File: src/upw_pkg.sv
// Shared types, register indexes and arithmetic helpers of the upwind advection block.
package upw_pkg;

    // Default grid limits along x and y.
    localparam int MAX_ROW_DEF  = 128;
    localparam int MAX_ROWS_DEF = 128;

    // Configuration register indexes.
    localparam int CFG_IDX_W = 3;
    localparam logic [CFG_IDX_W-1:0] CFG_COURANT_X     = 3'd0;
    localparam logic [CFG_IDX_W-1:0] CFG_COURANT_Y     = 3'd1;
    localparam logic [CFG_IDX_W-1:0] CFG_COURANT_Z     = 3'd2;
    localparam logic [CFG_IDX_W-1:0] CFG_CELLS_PER_ROW = 3'd3;
    localparam logic [CFG_IDX_W-1:0] CFG_ROWS_PER_PLANE = 3'd4;

    // Axis numbering inside the update sequencer.
    localparam logic [1:0] AXIS_FIRST = 2'd0;
    localparam logic [1:0] AXIS_LAST  = 2'd2;

    // Width of the exact update sum: scalar plus three 50-bit terms.
    localparam int ACC_W = 52;
    // Width of a rounded product.
    localparam int RND_W = 50;

    localparam logic signed [ACC_W-1:0] SAT_HI = ACC_W'(64'sd2147483647);
    localparam logic signed [ACC_W-1:0] SAT_LO = ACC_W'(-64'sd2147483648);

    // Sequencer states of the update engine.
    typedef enum logic [2:0] {
        ST_IDLE,
        ST_LOAD,
        ST_MUL_CV,
        ST_RND_CV,
        ST_MUL_TERM,
        ST_RND_TERM,
        ST_SUM,
        ST_DONE
    } t_state;

    // Configuration registers as seen by the engine and the ring.
    typedef struct packed {
        logic [2:0][31:0] courant;
        logic [7:0]       cells_per_row;
        logic [7:0]       rows_per_plane;
    } t_cfg;

    // Ring access issued when an item is accepted.
    typedef struct packed {
        logic               wr;
        logic signed [31:0] scalar;
    } t_ring_req;

    // Neighbor scalars, registered and returned in the cycle after the access.
    typedef struct packed {
        logic signed [31:0] x;
        logic signed [31:0] y;
        logic signed [31:0] z;
    } t_ring_rsp;

    // Saturate a wide signed value to signed 32 bits.
    function automatic logic signed [31:0] sat32(input logic signed [ACC_W-1:0] x);
        logic signed [31:0] res;
        if (x > SAT_HI) begin
            res = 32'sh7FFF_FFFF;
        end else if (x < SAT_LO) begin
            res = 32'sh8000_0000;
        end else begin
            res = x[31:0];
        end
        return res;
    endfunction

endpackage

File: src/upw_engine.sv
// Update engine: input handshake, sequencer, shared multiplier, rounding and output register.
module upw_engine (
    input  logic               i_clk,
    input  logic               i_rst_n,
    input  upw_pkg::t_cfg      i_cfg,
    input  logic               i_in_valid,
    output logic               o_in_ready,
    input  logic signed [31:0] i_scalar_in,
    input  logic signed [31:0] i_vel_x,
    input  logic signed [31:0] i_vel_y,
    input  logic signed [31:0] i_vel_z,
    input  logic               i_interior,
    output upw_pkg::t_ring_req o_ring_req,
    input  upw_pkg::t_ring_rsp i_ring_rsp,
    output logic               o_out_valid,
    input  logic               i_out_ready,
    output logic signed [31:0] o_scalar_out,
    output logic               o_updated
);
    import upw_pkg::*;

    t_state                   r_state;
    t_state                   n_state;
    logic [1:0]               r_axis;
    logic                     accept;
    logic                     out_free;
    logic                     load_out;
    logic signed [31:0]       r_s;
    logic signed [31:0]       r_v [3];
    logic signed [32:0]       r_d [3];
    logic                     r_upd;
    logic signed [32:0]       mul_a;
    logic signed [32:0]       mul_b;
    logic signed [65:0]       r_prod;
    logic signed [65:0]       rnd_sum;
    logic signed [RND_W-1:0]  rnd;
    logic signed [31:0]       r_cv;
    logic signed [RND_W-1:0]  r_term;
    logic signed [ACC_W-1:0]  r_acc;
    logic                     r_out_valid;
    logic signed [31:0]       r_out_scalar;
    logic                     r_out_upd;

    assign accept   = i_in_valid && o_in_ready;
    assign out_free = !r_out_valid || i_out_ready;

    // Every accepted item enters the ring.
    assign o_ring_req.wr     = accept;
    assign o_ring_req.scalar = i_scalar_in;

    // Next state and handshake.
    always_comb begin
        n_state    = r_state;
        o_in_ready = 1'b0;
        load_out   = 1'b0;
        case (r_state)
            ST_IDLE: begin
                o_in_ready = 1'b1;
                if (i_in_valid) begin
                    n_state = i_interior ? ST_LOAD : ST_DONE;
                end
            end
            ST_LOAD:     n_state = ST_MUL_CV;
            ST_MUL_CV:   n_state = ST_RND_CV;
            ST_RND_CV:   n_state = ST_MUL_TERM;
            ST_MUL_TERM: n_state = ST_RND_TERM;
            ST_RND_TERM: n_state = ST_SUM;
            ST_SUM:      n_state = (r_axis == AXIS_LAST) ? ST_DONE : ST_MUL_CV;
            ST_DONE: begin
                if (out_free) begin
                    load_out = 1'b1;
                    n_state  = ST_IDLE;
                end
            end
            default:     n_state = ST_IDLE;
        endcase
    end

    // State register and axis counter.
    always_ff @(posedge i_clk) begin
        if (!i_rst_n) begin
            r_state <= ST_IDLE;
            r_axis  <= AXIS_FIRST;
        end else begin
            r_state <= n_state;
            if (r_state == ST_LOAD) begin
                r_axis <= AXIS_FIRST;
            end else if (r_state == ST_SUM && r_axis != AXIS_LAST) begin
                r_axis <= r_axis + 2'd1;
            end
        end
    end

    // Shared multiplier: coefficient times velocity, then cv times difference.
    always_comb begin
        if (r_state == ST_MUL_CV) begin
            mul_a = $signed({1'b0, i_cfg.courant[r_axis]});
            mul_b = 33'(r_v[r_axis]);
        end else begin
            mul_a = 33'(r_cv);
            mul_b = r_d[r_axis];
        end
    end

    // Round half up from Q32.32 to Q16.16.
    assign rnd_sum = r_prod + 66'sd32768;
    assign rnd     = $signed(rnd_sum[65:16]);

    // Datapath registers.
    always_ff @(posedge i_clk) begin
        case (r_state)
            ST_IDLE: begin
                if (accept) begin
                    r_s    <= i_scalar_in;
                    r_v[0] <= i_vel_x;
                    r_v[1] <= i_vel_y;
                    r_v[2] <= i_vel_z;
                    r_upd  <= i_interior;
                end
            end
            ST_LOAD: begin
                r_d[0] <= 33'(r_s) - 33'(i_ring_rsp.x);
                r_d[1] <= 33'(r_s) - 33'(i_ring_rsp.y);
                r_d[2] <= 33'(r_s) - 33'(i_ring_rsp.z);
                r_acc  <= ACC_W'(r_s);
            end
            ST_MUL_CV, ST_MUL_TERM: begin
                r_prod <= mul_a * mul_b;
            end
            ST_RND_CV: begin
                r_cv <= sat32(ACC_W'(rnd));
            end
            ST_RND_TERM: begin
                r_term <= rnd;
            end
            ST_SUM: begin
                r_acc <= r_acc - ACC_W'(r_term);
            end
            default: begin
            end
        endcase
    end

    // Output register, so a new item can be taken while a result waits.
    always_ff @(posedge i_clk) begin
        if (!i_rst_n) begin
            r_out_valid <= 1'b0;
        end else if (load_out) begin
            r_out_valid <= 1'b1;
        end else if (i_out_ready) begin
            r_out_valid <= 1'b0;
        end
    end

    always_ff @(posedge i_clk) begin
        if (load_out) begin
            r_out_scalar <= r_upd ? sat32(r_acc) : 32'sd0;
            r_out_upd    <= r_upd;
        end
    end

    assign o_out_valid  = r_out_valid;
    assign o_scalar_out = r_out_scalar;
    assign o_updated    = r_out_upd;

    // A boundary item goes straight to the result stage, flagged as not updated.
    a_boundary_skip: assert property (@(posedge i_clk) disable iff (!i_rst_n)
        (accept && !i_interior) |=> (r_state == ST_DONE && !r_upd))
        else $error("boundary item did not go straight to the result stage");

    // An interior item reads its neighbors and then starts on the first axis.
    a_interior_start: assert property (@(posedge i_clk) disable iff (!i_rst_n)
        (accept && i_interior) |=> r_state == ST_LOAD ##1
        (r_state == ST_MUL_CV && r_axis == AXIS_FIRST))
        else $error("interior item did not start on the first axis");

    // The last axis sum hands over to the result stage.
    a_last_axis: assert property (@(posedge i_clk) disable iff (!i_rst_n)
        (r_state == ST_SUM && r_axis == AXIS_LAST) |=> r_state == ST_DONE)
        else $error("sequencer ran past the last axis");

    // A finished result waits while the output register is still occupied.
    a_hold_result: assert property (@(posedge i_clk) disable iff (!i_rst_n)
        (r_state == ST_DONE && r_out_valid && !i_out_ready) |=>
        (r_state == ST_DONE && r_out_valid))
        else $error("result stage left while the output register was full");

endmodule

File: config.mk
export PLATFORM = sky130hd
export DESIGN_NAME = upw_engine
export DESIGN_NICKNAME = d
export VERILOG_FILES = /design/src/upw_pkg.sv /design/src/upw_engine.sv
export SDC_FILE = /design/constraint.sdc
export NUM_CORES = 2
export LEC_CHECK = 0
export BUFFER_PORTS_ARGS = -buffer_cell sky130_fd_sc_hd__buf_2
export CAP_MARGIN = 15
export CORE_MARGIN = 2
export CORE_UTILIZATION = 60
export CTS_CLUSTER_DIAMETER = 50
export DETAILED_ROUTE_END_ITERATION = 7
export PLACE_DENSITY = 0.79
export SLEW_MARGIN = 20
export SYNTH_ARGS = -nofsm -noshare
export SYNTH_HDL_FRONTEND = slang
export SYNTH_SLANG_ARGS = --single-unit
export TNS_END_PERCENT = 20
File: constraint.sdc
create_clock -name i_clk -period 16.75 [get_ports i_clk]
set_input_delay 0.8375 -clock i_clk [delete_from_list [all_inputs] [get_ports i_clk]]
set_output_delay 0.8375 -clock i_clk [all_outputs]
set_load 0.02 [all_outputs]
Word level (Yosys, flattened, before mapping)
Memory sizes are Yosys's and may differ from the RTL's. A register that Yosys moved wholly into a read port is not among the register bits.
Index checks and enable logic that the tools add are counted.
- memories: 2
- bits in writable memories: 195
- word-level logic and storage cells: 78
- input port bits: 341
- flip-flop bits (word level): 272
- output and inout bits: 68
- memory list (memory ; words ; bits a word ; read ports ; clocked after memory_dff ; write ports ; line ; RTL):
    r_d ; 3 ; 33 ; 1 ; 1 ; 3 ; upw_engine.sv:30 ; logic signed [32:0] r_d [3];
    r_v ; 3 ; 32 ; 1 ; 1 ; 3 ; upw_engine.sv:29 ; logic signed [31:0] r_v [3];
- mux-type cells: 27
- order comparisons: 5
- bitwise operators: 2
- eq/ne operators: 11
- add/subtract/negate cells: 6
- $mul: 1
- reductions and logical operators: 12
- operators with widths (operator ; number):
    case mux 52 bit (2 select lines) ; 1
    subtractor 32 x 32 -> 33 bit ; 3
    two-way mux 32 bit ; 3
    adder 66 x 17 -> 66 bit, second input constant ; 1
    multiplier 33 x 33 -> 66 bit ; 1
    two-way mux 33 bit ; 2
    binary-select mux 32 bit (select 2 bit) ; 1
    > comparator 52 x 32 -> 1 bit, second input constant ; 1
    < comparator 52 x 32 -> 1 bit, second input constant ; 1
    subtractor 52 x 50 -> 52 bit ; 1
    > comparator 50 x 32 -> 1 bit, second input constant ; 1
    < comparator 50 x 32 -> 1 bit, second input constant ; 1
    two-way mux 31 bit ; 1
    case mux 3 bit (8 select lines) ; 1
    == test 3 bit, second input constant ; 4
    two-way mux 3 bit ; 4
    two-way mux 1 bit ; 10
    two-way mux 2 bit ; 4
    == test 3 x 2 -> 1 bit, second input constant ; 2
    inequality test 2 bit, second input constant ; 3
    OR reduction 2 bit ; 3
    AND reduction 2 bit ; 2
    nonzero test 2 bit ; 2
    == test 3 x 1 -> 1 bit, second input constant ; 1
    other kinds (8) ; 10

Longest topological paths before layout
- depth after elaboration: 6
- mapped depth: 39
- gate-level depth less buffers: 36

Worst setup path before layout
Ideal clock, no wire load.
- path kind: flip-flop to flip-flop
- start point: reg r_state[0]
- end point: reg r_prod[65], data pin
- cell stages (with the launch flop): 36
- setup slack: 7.139 ns
- data required time: 16.490 ns
- clock period less this slack: 9.611 ns
- data arrival time: 9.351 ns
- cell sequence: dfxtp_1 inv_1 ha_1 nand2b_1 clkbuf_1 clkbuf_1 buf_1 mux2i_1 a21oi_1 clkbuf_1 nand2_1 fa_1 fa_1 inv_1 fa_1 inv_1 fa_1 inv_1 fa_1 fa_1 fa_1 inv_1 fa_1 inv_1 ha_1 clkbuf_1 nand4_1 nor4_1 and2_1 a31oi_1 o41ai_4 a31oi_1 o211ai_2 a31o_2 a21oi_1 xnor2_1
- longest elaborated chain between the ends: 3
- ends and longest elaborated chain (what ; line ; RTL):
    start, declared ; upw_engine.sv:22 ; t_state r_state;
    start signal, assigned ; upw_engine.sv:85 ; r_state <= n_state;
    == test 3 x 2 -> 1 bit * ; upw_engine.sv:96 ; if (r_state == ST_MUL_CV) begin
    two-way mux 33 bit ; upw_engine.sv:96 ;
    multiplier 33 x 33 -> 66 bit * ; upw_engine.sv:128 ; r_prod <= mul_a * mul_b;
    end signal, assigned ; upw_engine.sv:128 ;
    end, declared ; upw_engine.sv:34 ; logic signed [65:0] r_prod;
Mark *: on every way between the ends. The rest lies on a longest branch, timed or not.
A chain may end at the register's enable or synchronous reset.

Final worst setup path
- start point: reg r_state[2]
- end point: reg r_prod[65], data pin
The elaborated chain is that of the path after synthesis.

==> results.sh <==
export IMPL_hold_viol=0
export IMPL_core_area_um2=105000
export IMPL_numCtsBuffers=42
export IMPL_fin_crit_sh=0.694
export IMPL_ctsResizeCount=0
export IMPL_rsz0062_at_grt="no"
export IMPL_hpwl_um=157000
export IMPL_skew_ns=0.0227
export IMPL_post_drt_wl_per_cell_um=24.4
export IMPL_dr_pass1_iters=6
export IMPL_yosysWarnings=0
export IMPL_yosysSeqAreaShare=0.213
export IMPL_min_path_type="primary input to register"
export IMPL_io_buffers=392
export IMPL_syn_area_um2=63700
export IMPL_io_pins=409
export IMPL_syn_instance_count=6574
export IMPL_required_ns=17.05
export IMPL_drv_cap=0
export IMPL_grt_pass1_wl_um=303000
export IMPL_nFillCells=8272
export IMPL_crit_path_start_kind="register"
export IMPL_drt_iter0_drc=4806
export IMPL_max_slew_margin_rel=0.162
export IMPL_crit_top_cell="fa_1"
export IMPL_synth_cell_types=83
export IMPL_initial_core_util=0.605
export IMPL_synth_nets=8428
export IMPL_ctsHoldBuffers=0
export IMPL_antenna_found_initial=18
export IMPL_clock_sinks=454
export IMPL_clk_root_buffer_cell="clkbuf_16"
export IMPL_status="complete, no violations"
export IMPL_layout_nets=8669
export IMPL_dieHeight_um=330
export IMPL_period_minus_slack_ns=11.63
export IMPL_worstSetupPathType="register to register"
export IMPL_drc=0
export IMPL_tightest_slew_ns=1.26
export IMPL_drv_slew=0
export IMPL_critPathMaxStageDelay_ns=0.90
export IMPL_synth_common_cells="inv_1 (1348), fa_1 (1148), nor2_1 (738)"
export IMPL_worst_path_max_fanout=39
export IMPL_synth_async_reset_ratio=0
export IMPL_first_global_vias=52300
export IMPL_dominantRegCellSynth="edfxtp_1"
export IMPL_yosysTopAreaCell="fa_1"
export IMPL_setup_violations_final=0
export IMPL_row_count=119
export IMPL_routed_via_count=49400
export IMPL_ys_seq_elements=454
export IMPL_drt_wl_total_um=201000
export IMPL_cts_setup_buffers=0
export IMPL_tritoncts="done"
export IMPL_viasPerCell=5.99
export IMPL_avgSynthCellArea_um2=9.69
export IMPL_track_usage=0.378
export IMPL_grt_overflow=0
export IMPL_drive_gt1_frac=0.103
export IMPL_htreeDepth=2
export IMPL_synth_edf_count=446
export IMPL_postRouteAntennaNets=0
export IMPL_cp_arrival_ns=11.94
export IMPL_cp_end_kind="register"
export IMPL_cp_slowest_cell="a21o_1"
export IMPL_fin_util=0.652
export IMPL_netlist_area_leader_share=0.361
export IMPL_grt_max_degree=86
export IMPL_tns_ns=0
export IMPL_clockBufferDepth=3
export IMPL_yosysMostFrequentCell="inv_1"
export IMPL_gp_congestion=1.01
export IMPL_rrSetupSlack_ns=5.12
export IMPL_synthTopCellsByArea="fa_1 (36%), edfxtp_1 (21%), inv_1 (7.9%)"
export IMPL_die_x_um=330
export IMPL_dieArea_um2=109000
export IMPL_syn_to_final_growth_pct=7.79
export IMPL_insertion_delay_ns=0.58
export IMPL_clkTransAtPathRegs_ns=0.07
export IMPL_max_freq_mhz=86.0
## routing by layer
layer / up-vias / track usage / routed length, µm
li1: 20900 / - / -
met1: 24500 / 0.464 / 68500
met2: 3068 / 0.591 / 91100
met3: 947 / 0.0992 / 24000
met4: 4 / 0.257 / 17200
met5: - / 0 / 23
## cell usage in the layout (no fill, tap or decap), types with 9 or more instances in the layout
master and n:
o311ai_0 10, clkbuf_16 45, o21bai_1 25, a21oi_1 204, xnor2_1 165, ha_1 365, or2_2 16, buf_2 392
nand2b_1 55, o21ai_2 23, a211oi_1 17, o21ai_1 36, o31ai_1 10, buf_4 112, a31o_2 9, a21o_1 115
nor2_1 737, nand3_1 63, fa_1 1148, a21boi_0 36, and2_1 36, and3_1 35, edfxtp_1 446, nor3_1 18
nor4_1 11, inv_1 1347, and4_1 14, nand4_1 38, clkinv_1 9, a31oi_1 28, nand2_1 723, mux2i_1 54
mux4_2 30, diode_2 11, xor2_1 85, nor2b_1 30, o21a_1 52, o21ai_0 146
## area by class of cell
cell class | count | area [µm²] | area share
inverter | 1348 | 5060 | 0.0738
clock inverter | 26 | 190 | 0.00277
multi-input combinational | 4463 | 44000 | 0.642
tap | 1391 | 1740 | 0.0254
antenna | 11 | 27.5 | 0.000401
clock buffer | 52 | 1180 | 0.0172
timing repair buffer | 506 | 2850 | 0.0415
sequential | 454 | 13600 | 0.198
## worst paths after layout
| check | startpoint | endpoint | cells after the start |
|---|---|---|---|
| setup / recovery | r_state[2] | r_prod[65] | 30 |
| hold / removal | i_vel_x[15] | r_v[0][15] | 1 |
| setup reg to reg | r_state[2] | r_prod[65] | 30 |
| hold reg to reg | r_state[0] | r_state[0] | 2 |
## worst max-delay path, delay by kind of cell (launching register included)
family,cells,cell delay [ns]
adder cells (fa/ha/maj),9,4.52
AO/OA/AOI/OAI,10,3.81
AND/OR/NAND/NOR,4,0.98
buffers and inverters,5,0.80
flip-flops,1,0.69
multiplexers,1,0.46
XOR/XNOR,1,0.08
## logic make-up after synthesis
family,synth area share
buffers and inverters,0.100
AND/OR/NAND/NOR,0.121
XOR/XNOR,0.0344
multiplexers,0.0196
adder cells (fa/ha/maj),0.433
AO/OA/AOI/OAI,0.0798
flip-flops,0.213
## through the flow
| step | cells | hold WS (ns) | setup WS, ns | instance area [µm²] |
|---|---|---|---|---|
| 2_1_floorplan | 6574 | 0.498 | 7.14 | 63700 |
| 3_3_place_gp | 8160 | 0.524 | 5.49 | 67200 |
| 3_5_place_dp | 8161 | 0.550 | 5.42 | 67200 |
| 4_1_cts | 8239 | 0.418 | 5.37 | 68600 |
| 5_1_grt | 8249 | 0.416 | 4.80 | 68600 |
| 6_report | 8251 | 0.427 | 5.12 | 68600 |
## sequential cells by signal (all words and copies together), names as in the netlist, 2 cells and up, named ones only
name,flops
r_state,3
r_axis,2
r_cv,32
r_prod,51
o_scalar_out,32
r_term,50
r_s,32
r_acc,52
r_d,99
r_v,96
Power is left out: the tool's default activity adds up to more than one toggle a clock period on the data nets, which glitch-free logic cannot reach.
